**src/rmf_pkg.sv**
```systemverilog
// rmf_pkg: shared constants and controller/datapath interface types
// for the running median filter. No dependencies.
package rmf_pkg;

    // default configuration
    localparam int WINDOW_DEF      = 5;
    localparam int SAMPLE_BITS_DEF = 16;

    // fixed width of the sample and median ports
    localparam int VALUE_BITS = 16;

    // commands from the controller to the datapath
    typedef struct packed {
        logic accept;      // store the incoming sample, restart the candidate index
        logic scan_rd;     // read address comes from the scan index, else the candidate index
        logic cand_latch;  // latch the read data as candidate, clear rank counters
        logic scan_cmp;    // compare the read data against the candidate
        logic cand_next;   // move on to the next candidate
        logic out_load;    // load the candidate into the output register
    } t_dp_cmd;

    // status from the datapath to the controller
    typedef struct packed {
        logic scan_last;   // the compare in progress is for the last stored entry
        logic hit;         // the candidate sits at the median position
        logic out_free;    // the output register can take a new result
    } t_dp_status;

endpackage

```
**src/rmf_ctrl.sv**
```systemverilog
// rmf_ctrl: sequencing state machine of the running median filter.
// Depends on rmf_pkg (command and status types).
module rmf_ctrl (
    input  logic                i_clk,
    input  logic                i_rst_n,
    input  logic                i_valid,
    output logic                o_ready,
    input  rmf_pkg::t_dp_status i_status,
    output rmf_pkg::t_dp_cmd    o_cmd
);
    import rmf_pkg::*;

    typedef enum logic [6:0] {
        S_IDLE  = 7'b0000001,
        S_CRD   = 7'b0000010,
        S_CLT   = 7'b0000100,
        S_SRD   = 7'b0001000,
        S_SCMP  = 7'b0010000,
        S_CHK   = 7'b0100000,
        S_OUT   = 7'b1000000
    } t_state;

    t_state r_state;
    t_state n_state;

    // state register
    always_ff @(posedge i_clk) begin
        if (!i_rst_n) begin
            r_state <= S_IDLE;
        end else begin
            r_state <= n_state;
        end
    end

    // next state and commands
    always_comb begin
        n_state = r_state;
        o_cmd   = '0;
        o_ready = 1'b0;
        case (r_state)
            S_IDLE: begin
                o_ready      = 1'b1;
                o_cmd.accept = i_valid;
                if (i_valid) begin
                    n_state = S_CRD;
                end
            end
            S_CRD: begin
                n_state = S_CLT;
            end
            S_CLT: begin
                o_cmd.cand_latch = 1'b1;
                n_state          = S_SRD;
            end
            S_SRD: begin
                o_cmd.scan_rd = 1'b1;
                n_state       = S_SCMP;
            end
            S_SCMP: begin
                o_cmd.scan_cmp = 1'b1;
                n_state        = i_status.scan_last ? S_CHK : S_SRD;
            end
            S_CHK: begin
                if (i_status.hit) begin
                    n_state = S_OUT;
                end else begin
                    o_cmd.cand_next = 1'b1;
                    n_state         = S_CRD;
                end
            end
            S_OUT: begin
                if (i_status.out_free) begin
                    o_cmd.out_load = 1'b1;
                    n_state        = S_IDLE;
                end
            end
            default: begin
                n_state = S_IDLE;
            end
        endcase
    end

endmodule

```
**src/rmf_dp.sv**
```systemverilog
// rmf_dp: sample ring, rank counters and output register of the running
// median filter. Depends on rmf_pkg (command and status types, widths).
module rmf_dp #(
    parameter int WINDOW      = rmf_pkg::WINDOW_DEF,
    parameter int SAMPLE_BITS = rmf_pkg::SAMPLE_BITS_DEF
) (
    input  logic                           i_clk,
    input  logic                           i_rst_n,
    input  rmf_pkg::t_dp_cmd               i_cmd,
    output rmf_pkg::t_dp_status            o_status,
    input  logic [rmf_pkg::VALUE_BITS-1:0] i_sample_value,
    output logic                           o_valid,
    input  logic                           i_ready,
    output logic [rmf_pkg::VALUE_BITS-1:0] o_median_value
);
    import rmf_pkg::*;

    localparam int IDX_W = (WINDOW > 1) ? $clog2(WINDOW) : 1;
    localparam int CNT_W = $clog2(WINDOW + 1);
    localparam logic [IDX_W-1:0] LAST_SLOT = IDX_W'(WINDOW - 1);
    localparam logic [CNT_W-1:0] FULL_CNT  = CNT_W'(WINDOW);

    logic [SAMPLE_BITS-1:0] r_mem [WINDOW];
    logic [SAMPLE_BITS-1:0] r_rd_data;
    logic [SAMPLE_BITS-1:0] r_cand;
    logic [IDX_W-1:0]       r_slot;
    logic [CNT_W-1:0]       r_count;
    logic [IDX_W-1:0]       r_cand_idx;
    logic [IDX_W-1:0]       r_scan_idx;
    logic [CNT_W-1:0]       r_less;
    logic [CNT_W-1:0]       r_eq;
    logic                   r_out_valid;
    logic [VALUE_BITS-1:0]  r_out_data;

    logic [IDX_W-1:0]       w_rd_addr;
    logic [SAMPLE_BITS-1:0] w_sample;
    logic [CNT_W-1:0]       w_mid;
    logic [CNT_W:0]         w_upper;

    assign w_sample  = SAMPLE_BITS'(i_sample_value);
    assign w_rd_addr = i_cmd.scan_rd ? r_scan_idx : r_cand_idx;

    // ring memory, one write and one registered read
    always_ff @(posedge i_clk) begin
        if (i_cmd.accept) begin
            r_mem[r_slot] <= w_sample;
        end
        r_rd_data <= r_mem[w_rd_addr];
    end

    // write slot and fill count
    always_ff @(posedge i_clk) begin
        if (!i_rst_n) begin
            r_slot  <= '0;
            r_count <= '0;
        end else if (i_cmd.accept) begin
            r_slot <= (r_slot == LAST_SLOT) ? '0 : r_slot + 1'b1;
            if (r_count != FULL_CNT) begin
                r_count <= r_count + 1'b1;
            end
        end
    end

    // candidate walk and rank counting
    always_ff @(posedge i_clk) begin
        if (!i_rst_n) begin
            r_cand_idx <= '0;
            r_scan_idx <= '0;
        end else begin
            if (i_cmd.accept) begin
                r_cand_idx <= '0;
            end else if (i_cmd.cand_next) begin
                r_cand_idx <= r_cand_idx + 1'b1;
            end
            if (i_cmd.cand_latch) begin
                r_scan_idx <= '0;
            end else if (i_cmd.scan_cmp) begin
                r_scan_idx <= r_scan_idx + 1'b1;
            end
        end
    end

    always_ff @(posedge i_clk) begin
        if (i_cmd.cand_latch) begin
            r_cand <= r_rd_data;
            r_less <= '0;
            r_eq   <= '0;
        end else if (i_cmd.scan_cmp) begin
            if (r_rd_data < r_cand) begin
                r_less <= r_less + 1'b1;
            end
            if (r_rd_data == r_cand) begin
                r_eq <= r_eq + 1'b1;
            end
        end
    end

    // median position test: less <= mid < less + equal
    assign w_mid   = r_count >> 1;
    assign w_upper = {1'b0, r_less} + {1'b0, r_eq};

    assign o_status.scan_last = (CNT_W'(r_scan_idx) == (r_count - 1'b1));
    assign o_status.hit       = (r_less <= w_mid) && ({1'b0, w_mid} < w_upper);
    assign o_status.out_free  = !r_out_valid || i_ready;

    // output register
    always_ff @(posedge i_clk) begin
        if (!i_rst_n) begin
            r_out_valid <= 1'b0;
        end else if (i_cmd.out_load) begin
            r_out_valid <= 1'b1;
        end else if (i_ready) begin
            r_out_valid <= 1'b0;
        end
    end

    always_ff @(posedge i_clk) begin
        if (i_cmd.out_load) begin
            r_out_data <= VALUE_BITS'(r_cand);
        end
    end

    assign o_valid        = r_out_valid;
    assign o_median_value = r_out_data;

endmodule

```
**src/running_median_filter.sv**
```systemverilog
// running_median_filter: top level, joins the controller and the datapath.
// Depends on rmf_pkg, rmf_ctrl and rmf_dp.
//
// Usage: samples arrive on i_sample_value with i_valid/o_ready; one median
// per sample leaves on o_median_value with o_valid/i_ready. The last WINDOW
// samples are kept in a ring; before the ring is full the result is the
// median of the samples so far (upper median for an even count).
// Ranking: with n stored samples, candidates are taken in slot order from
// slot 0; each one is read and latched, then ranked by a scan of the ring
// that reads and then compares each stored entry in turn, and its rank is
// tested. The first candidate at the median position is loaded into the
// output register once that register is free.
// Throughput: one sample at a time; o_ready returns the cycle after the
// result enters the output register, so a new transaction can be taken
// while the previous result still waits there.
// Reset: synchronous, active low; clears the fill count, the write slot and
// the output valid. Stall: a held result blocks only the next result; the
// block then waits with that result computed until i_ready frees the output.
module running_median_filter #(
    parameter int WINDOW      = rmf_pkg::WINDOW_DEF,
    parameter int SAMPLE_BITS = rmf_pkg::SAMPLE_BITS_DEF
) (
    input  logic                           i_clk,
    input  logic                           i_rst_n,
    input  logic                           i_valid,
    output logic                           o_ready,
    input  logic [rmf_pkg::VALUE_BITS-1:0] i_sample_value,
    output logic                           o_valid,
    input  logic                           i_ready,
    output logic [rmf_pkg::VALUE_BITS-1:0] o_median_value
);
    import rmf_pkg::*;

    t_dp_cmd    w_cmd;
    t_dp_status w_status;

    // sequencing
    rmf_ctrl u_ctrl (
        .i_clk    (i_clk),
        .i_rst_n  (i_rst_n),
        .i_valid  (i_valid),
        .o_ready  (o_ready),
        .i_status (w_status),
        .o_cmd    (w_cmd)
    );

    // storage and ranking
    rmf_dp #(
        .WINDOW      (WINDOW),
        .SAMPLE_BITS (SAMPLE_BITS)
    ) u_dp (
        .i_clk          (i_clk),
        .i_rst_n        (i_rst_n),
        .i_cmd          (w_cmd),
        .o_status       (w_status),
        .i_sample_value (i_sample_value),
        .o_valid        (o_valid),
        .i_ready        (i_ready),
        .o_median_value (o_median_value)
    );

endmodule

```
**config.mk**
```make
export PLATFORM = sky130hd
export DESIGN_NAME = running_median_filter
export DESIGN_NICKNAME = d
export VERILOG_FILES = /design/src/rmf_pkg.sv /design/src/rmf_ctrl.sv /design/src/rmf_dp.sv /design/src/running_median_filter.sv
export SDC_FILE = /design/constraint.sdc
export NUM_CORES = 1
export LEC_CHECK = 0
export ABC_AREA = 1
export ABC_CLOCK_PERIOD_IN_PS = 3600
export BUFFER_PORTS_ARGS = -buffer_cell sky130_fd_sc_hd__buf_2
export CAP_MARGIN = 20
export CORE_ASPECT_RATIO = 1.5
export CORE_MARGIN = 4
export CORE_UTILIZATION = 40
export CTS_CLUSTER_DIAMETER = 200
export DETAILED_ROUTE_END_ITERATION = 7
export SLEW_MARGIN = 20
export SYNTH_ARGS = -nofsm -noshare
export SYNTH_HDL_FRONTEND = slang
export SYNTH_SLANG_ARGS = --single-unit
```
**constraint.sdc**
```tcl
create_clock -name i_clk -period 3.6 [get_ports i_clk]
set_clock_uncertainty 0.1 [all_clocks]
set_input_delay 0.9 -clock i_clk [delete_from_list [all_inputs] [get_ports i_clk]]
set_output_delay 0.9 -clock i_clk [all_outputs]
set_load 0.01 [all_outputs]
```
==> results of run 1 <==
## worst max-delay path by stage
| stage | endpoint | slack (ns) | depth (start not counted) |
|---|---|---|---|
| floorplan | u_dp.r_mem[2][0]$_DFFE_PP_ | 0.69 | 4 |
| global placement | u_dp.r_mem[4][6]$_DFFE_PP_ | 1.29 | 6 |
| detailed placement | u_dp.r_mem[0][9]$_DFFE_PP_ | 1.28 | 6 |
| CTS | o_ready | 1.06 | 6 |
| global route | o_ready | 1.00 | 6 |
| finish | o_ready | 1.08 | 6 |
## worst max-delay path: stages (launching register included)
cell and delay (ns):
dfxtp_1 0.36, inv_2 0.07, nand2_2 0.07, nor2_8 0.18, nand3_1 0.16, inv_1 0.13, buf_2 0.14
## sequential cells by signal, indices dropped and copies added (netlist names)
register,cells
u_dp.r_count,3
u_dp.o_median_value,16
u_dp.r_slot,3
u_dp.r_less,3
u_dp.r_scan_idx,3
u_ctrl.r_state,7
u_dp.r_rd_data,16
u_dp.r_mem,80
u_dp.r_eq,3
u_dp.o_valid,1
u_dp.r_cand_idx,3
u_dp.r_cand,16
## metrics by stage
step	total power, mW	hold slack [ns]	setup WS (ns)
6_report	4.12	0.329	1.08
2_1_floorplan	2.36	0.308	0.691
4_1_cts	4.15	0.330	1.06
5_1_grt	4.29	0.343	1.00
3_5_place_dp	2.49	0.320	1.28
3_3_place_gp	2.46	0.318	1.29
## power breakdown
group	switching (mW)	internal [mW]	total, mW
registers	0.0473	2.02	2.06
logic	0.247	0.136	0.383
clock network	0.762	0.910	1.67
total	1.06	3.06	4.12
## kinds of logic (layout without fill, tap and decap cells)
logic type,after synthesis,after routing,share of synthesized area (%)
xor+xnor,7,7,0.905
compound gates,38,38,3.38
fa+ha+maj,33,33,6.20
flops,154,154,62.0
buf+inv,132,196,7.83
simple gates,294,294,19.6
## cell type report
type,count,area share [%]
Timing Repair Buffer,43,2.96
Clock buffer,18,5.51
Multi-Input combinational cell,372,26.6
Inverter,121,5.90
Sequential cell,154,54.0
Clock inverter,14,1.62
Tap cell,210,3.38
## routing by layer
metal	routed length [um]	global-route usage (%)	vias up
met4	282	6.93	0
met2	6790	25.2	95
li1	-	-	2253
met5	0	0	-
met1	5050	15.1	2057
met3	435	2.78	21
## cells in the final DEF, fill, tap and decap left out, types with 2 or more instances in the layout
master        n
xnor2_1       2
nand3_1      77
xor2_1        5
clkinv_4      2
ha_1         32
edfxtp_1    112
nor3_1        4
clkbuf_16    17
inv_1       115
clkinvlp_4    3
nand2_2       3
nand2_1     162
nand3_2       2
nand4_1       4
buf_4         6
inv_6         6
nor3_2        6
nor2_1       25
inv_2         3
nand2_4       3
nor2_2        2
inv_8         3
buf_2        37
o21ai_4       3
dfxtp_1      42
a21oi_1      21
inv_4         2
o21ai_0      11
==> out/results.ini, run 1 <==
[synth]
synthMostInstantiatedCell=nand2_1
yosysTopAreaCellShare_pct=49.6
synthCells=658
ys_warn_count=0
yosys-top-cells-area=edfxtp_1, dfxtp_1, nand2_1
yosys.area.top_type=edfxtp_1
ys_dominant_reg_cell=edfxtp_1
avgSynthCellArea_um2=10.3
synthTopCellsByCount=nand2_1, inv_1, edfxtp_1
ys_types=35
netlist_area_um2=6780
synth_edf_count=112
syn_nets=711
seq_area_frac_synth_pct=62.0
ys_ff_latch=154
async_reset_ff_share_pct=0

[worst_setup_path]
reg2regPathDepth=11
regToRegStartpoint=u_dp.r_eq[0]$_SDFFE_PN0P_
r2r_end=u_dp.r_cand_idx[2]$_SDFFE_PP0P_
start_kind=flop
critical_path_peak_fanout=6
cp.required_ns=2.60
cp-startpoint=u_ctrl.r_state[6]$_SDFFE_PN0P_
cp-end-kind=output pin
cp.arrival_ns=1.52
r2r_slack_ns=1.34
crit_type=reg -> out

[placement]
dp.cells=900
post-dp-hpwl_um=9660
place_area_um2=7230
routabilityCongestion=0.806
numPortBuffers=37

[floorplanning]
die_h_um=167
row_count=58
fp.coreArea_um2=16700
dieArea_um2=19100
start_util_pct=40.6
pin_count=38
die_w_um=114

[timing]
setup-violations-final=0
setup_tns_ns=0
tightestPinTransition_ns=0.807
rsz0062_at_grt=false
fmax_mhz=396
slew_violations=0
maxSlewHeadroom_pct=46.1
finalCritPeriodShare_pct=70.1
finalHoldViolations=0
period_needed_ns=2.52

[route]
wl_per_cell_um=13.5
ant_nets=0
via_per_inst=4.75
drcViolationCount=0
drtPass1Iterations=4
drt-total-wl_um=12600
vias=4426
drt_iter0_drc=202

[hold_path]
min_path_cells=0
hold_path_class=reg -> reg
worstHoldStart=u_dp.r_rd_data[15]$_DFF_P_
hold_end=u_dp.r_cand[15]$_DFFE_PN_

[global_route]
antenna_found_initial=0
grt_pass1_vias=4445
grt_overflow=0
grt_pass1_wl_um=20700
track_usage_pct=13.9
grt_max_degree=22

[clock_network]
clkSinkCount=154
cts_resized=0
cts_setup_buffers=0
insertion_delay_ns=0.42
h-tree-depth=4
clockBufferDepth=2
clk_pin_slew_ns=0.07
cts_buffers=17
tritoncts=done
postCtsHoldBufs=0
root_buffer=clkbuf_16

[finish]
layout-drive-gt1-share_pct=14.3
stdcell_count=932
fillCellCount=1563
final_core_util_pct=46.6
multi_input_area_um2=2070
fin_area_um2=7780
diodes=0
seq_area_um2=4200
area_growth_pct=14.9
fin_nets=762

[pwr]
p_per_area_nw_per_um2=529
vdd.ir_drop.worst_uv=257
p_leak_nw=3.43

[status]
outcome=finished, final reports clean

[job]
maxCapViolCount=0

(Power assumes the default switching activity.)
==> inputs of run 2 (changes only) <==
--- a/config.mk
+++ b/config.mk
@@ -5,8 +5,8 @@
 export SDC_FILE = /design/constraint.sdc
 export NUM_CORES = 1
 export LEC_CHECK = 0
-export ABC_AREA = 1
-export ABC_CLOCK_PERIOD_IN_PS = 3600
+export ABC_AREA = 0
+export ABC_CLOCK_PERIOD_IN_PS = 2200
 export BUFFER_PORTS_ARGS = -buffer_cell sky130_fd_sc_hd__buf_2
 export CAP_MARGIN = 20
 export CORE_ASPECT_RATIO = 1.5
==> constraint.sdc (replaced) <==
create_clock -name i_clk -period 2.2 [get_ports i_clk]
set_clock_uncertainty 0.1 [all_clocks]
set_input_delay 0.55 -clock i_clk [delete_from_list [all_inputs] [get_ports i_clk]]
set_output_delay 0.55 -clock i_clk [all_outputs]
set_load 0.01 [all_outputs]
==> run 2 against run 1 <==
  * The run now ends with negative setup slack left
  * Wire length grew 4.8%
  * Largest cell class unchanged
  * Synthesized area is 8.2% lower
  * Total power rose by 52%
  * Final cell count decreased by 19%
  * First-iteration DRC count decreased by 24%
  * Highest routed layer unchanged
  * Combinational power is 26% lower
  * Die area decreased by 7.7%
  * Cell area is 4.2% higher
  * Critical endpoint unchanged
  * Clock-buffer cell count grew 2
  * Via count down 14%
  * Setup slack worse by 1.4 ns
  * Largest power group unchanged
==> out/results.ini, run 2 <==
[worst_setup_path]
crit_family=simple AND/OR/NAND/NOR gates
cp.arrival_ns=1.84  ; +0.32 ns
crit_type=reg -> out
cp.required_ns=1.55  ; -1.05 ns
critical_path_peak_fanout=2  ; -4
r2r_slack_ns=-0.28  ; -1.62 ns
critPathMostFrequentCell=buf_6
critPathMaxStageDelay_ns=0.54  ; +0.18 ns
start_kind=flop
reg2regPathDepth=8  ; -3
cp-end-kind=output pin
crit_cells=5  ; -1
path_cells=buf_6, or4_4, buf_6, nor3b_4, buf_2
slowest_stage=or4_4
r2r_end=u_dp.r_rd_data[6]$_DFF_P_
regToRegStartpoint=u_ctrl.r_state[2]$_SDFFE_PN0P_
crit_buf_inv=3  ; unchanged

[finish]
area_growth_pct=30.4
final_core_util_pct=53.3  ; +6.7 points
regMostFlops=u_dp.r_mem
diodes=0  ; unchanged
fin_nets=592  ; -22%
final_common_cell=edfxtp_1
mostFrequentLayoutCells=edfxtp_1, buf_2, dfxtp_1
layout-drive-gt1-share_pct=31.7  ; +17 points
largest_register_ff_count=80  ; unchanged

[synth]
synthTopCellsByCount=edfxtp_1, dfxtp_1, mux2i_1
async_reset_ff_share_pct=0  ; unchanged
yosys-top-cells-area=edfxtp_1, dfxtp_1, ha_1
avgSynthCellArea_um2=14.2  ; +38%
synthCells=437  ; -34%
ys_warn_count=0  ; unchanged
yosys.area.top_type=edfxtp_1
ys_ff_latch=154  ; unchanged
ys_types=46  ; +31%
synthMostInstantiatedCell=edfxtp_1
syn_nets=490  ; -31%
synth_edf_count=112  ; unchanged
seq_area_frac_synth_pct=67.6  ; +5.5 points
yosysTopAreaCellShare_pct=54.1  ; +4.4 points
ys_dominant_reg_cell=edfxtp_1
netlist_area_um2=6220  ; -8.2%

[route]
drt-total-wl_um=13200  ; +4.8%
via_per_inst=5.08  ; +7.0%
drtPass1Iterations=4  ; unchanged
ant_nets=0  ; unchanged
drcViolationCount=0  ; unchanged
vias=3817  ; -14%
wl_per_cell_um=17.5  ; +30%
drt_iter0_drc=153  ; -24%

[floorplanning]
row_count=55  ; -5.2%
die_h_um=161  ; -4.0%
dieArea_um2=17700  ; -7.7%
start_util_pct=40.9  ; +0.31 points
pin_count=38  ; unchanged
die_w_um=110  ; -3.9%
fp.coreArea_um2=15200  ; -8.9%

[global_route]
antenna_found_initial=0  ; unchanged
grt_max_degree=20  ; -9.1%
grt_overflow=0  ; unchanged
grt_pass1_vias=4032  ; -9.3%
track_usage_pct=15.5  ; +1.6 points
grt_pass1_wl_um=20400  ; -1.1%

[placement]
post-dp-hpwl_um=8480  ; -12%
routabilityCongestion=0.811  ; +0.63%
place_ws_ns=-0.315  ; -1.60 ns
numPortBuffers=37  ; unchanged

[clock_network]
clkSinkCount=154  ; unchanged
postCtsHoldBufs=0  ; unchanged
tritoncts=done
h-tree-depth=4  ; unchanged
cts_buffers=17  ; unchanged
clk_pin_slew_ns=0.06  ; about the same
clockBufferDepth=2  ; unchanged
root_buffer=clkbuf_16
insertion_delay_ns=0.41  ; about the same

[hold_path]
hold_path_class=in -> reg
hold_end=u_dp.r_mem[1][11]$_DFFE_PP_
min_path_cells=1  ; +1
worstHoldStart=i_sample_value[11]

[pwr]
p_switching_mw=1.38  ; +31%
swShare_pct=22.1  ; -3.6 points
power_frac_clock_pct=43.7  ; +3.1 points
combinationalPowerShare_pct=4.5  ; -4.8 points
p_per_area_nw_per_um2=772  ; +46%
p_leak_nw=3.26  ; -4.9%
internal_power_mw=4.88  ; +60%
seq_power_share_pct=51.7  ; +1.6 points
vdd.ir_drop.worst_uv=494  ; +92%

[timing]
maxSlewHeadroom_pct=70.1  ; +24 points
rsz0062_at_grt=true
slew_violations=0  ; unchanged
fmax_mhz=402
period_needed_ns=2.49
finalCritPeriodShare_pct=113
tightestPinTransition_ns=0.449  ; -0.358 ns
setup-violations-final=38  ; +38
finalHoldViolations=0  ; unchanged
finalWorstSetupSlack_ns=-0.288  ; -1.37 ns

[status]
violations=negative setup slack
outcome=complete, but fails checks

[job]
maxCapViolCount=0  ; unchanged

run 2: cells by family after synthesis:
| family | synth area share [%] |
|---|---|
| DFF | 67.6 |
| and+or+nand+nor | 8.43 |
| AOI/OAI and AO/OA | 6.46 |
| buffers and inverters | 2.82 |
| muxes | 6.72 |
| adders and majority gates | 6.76 |
| xor gates and xnor gates | 1.27 |
run 2: timing repair:
item,in CTS,in global routing
resized for setup,32,31
setup endpoints to repair,87,89
pin swaps,15,11
cloned,5,1
buffers inserted,5,10
run 2: through the flow:
step	instance area (um^2)	std cells	setup TNS [ns]	hold slack (ns)	power, mW
CTS	7960	742	-7.33	0.244	6.32
floorplan	6340	437	-3.55	0.308	3.44
global route	8110	751	-9.00	0.249	6.49
detailed placement	7090	701	-7.59	0.331	3.57
global placement	7090	701	-5.92	0.325	3.55
finish	8110	751	-6.17	0.262	6.27
run 2: worst reg2reg max path, cell delays in order (launching register included):
cell	delay, ns
dfxtp_2	0.32
or4b_4	0.53
or4_4	0.47
mux2i_4	0.21
buf_12	0.16
buf_8	0.11
buf_16	0.11
mux2i_2	0.19
o221ai_1	0.14
run 2: power by group through the flow:
stage	Sequential, mW	Combinational, mW	Clock (mW)
detailed placement	3.30	0.265	0
CTS	3.24	0.270	2.81
floorplan	3.28	0.158	0
global route	3.25	0.316	2.93
global placement	3.30	0.254	0
finish	3.24	0.284	2.74
run 2: cell type report:
type | count | area [um^2]
Clock buffer | 20 | 467
Clock inverter | 12 | 104
Fill cell | 1281 | 7100
Inverter | 30 | 113
Multi-Input combinational cell | 244 | 2120
Sequential cell | 154 | 4210
Tap cell | 199 | 249
Timing Repair Buffer | 92 | 848
run 2: layer usage:
metal / vias up / wire length, um / GRT usage, %
li1: 1846 / - / -
met1: 1874 / 5120 / 16.8
met2: 67 / 7270 / 28.1
met3: 30 / 376 / 3.34
met4: 0 / 391 / 6.52
met5: - / 0 / 0
run 2: worst max path at each step:
stage,startpoint,endpoint,slack (ns)
floorplan,u_ctrl.r_state[2]$_SDFFE_PN0P_,u_dp.r_rd_data[14]$_DFF_P_,-0.25
global placement,u_ctrl.r_state[2]$_SDFFE_PN0P_,u_dp.r_rd_data[14]$_DFF_P_,-0.29
detailed placement,u_ctrl.r_state[2]$_SDFFE_PN0P_,u_dp.r_rd_data[5]$_DFF_P_,-0.31
CTS,u_ctrl.r_state[4]$_SDFFE_PN0P_,o_ready,-0.34
global route,u_ctrl.r_state[2]$_SDFFE_PN0P_,u_dp.r_rd_data[1]$_DFF_P_,-0.36
finish,u_ctrl.r_state[4]$_SDFFE_PN0P_,o_ready,-0.29
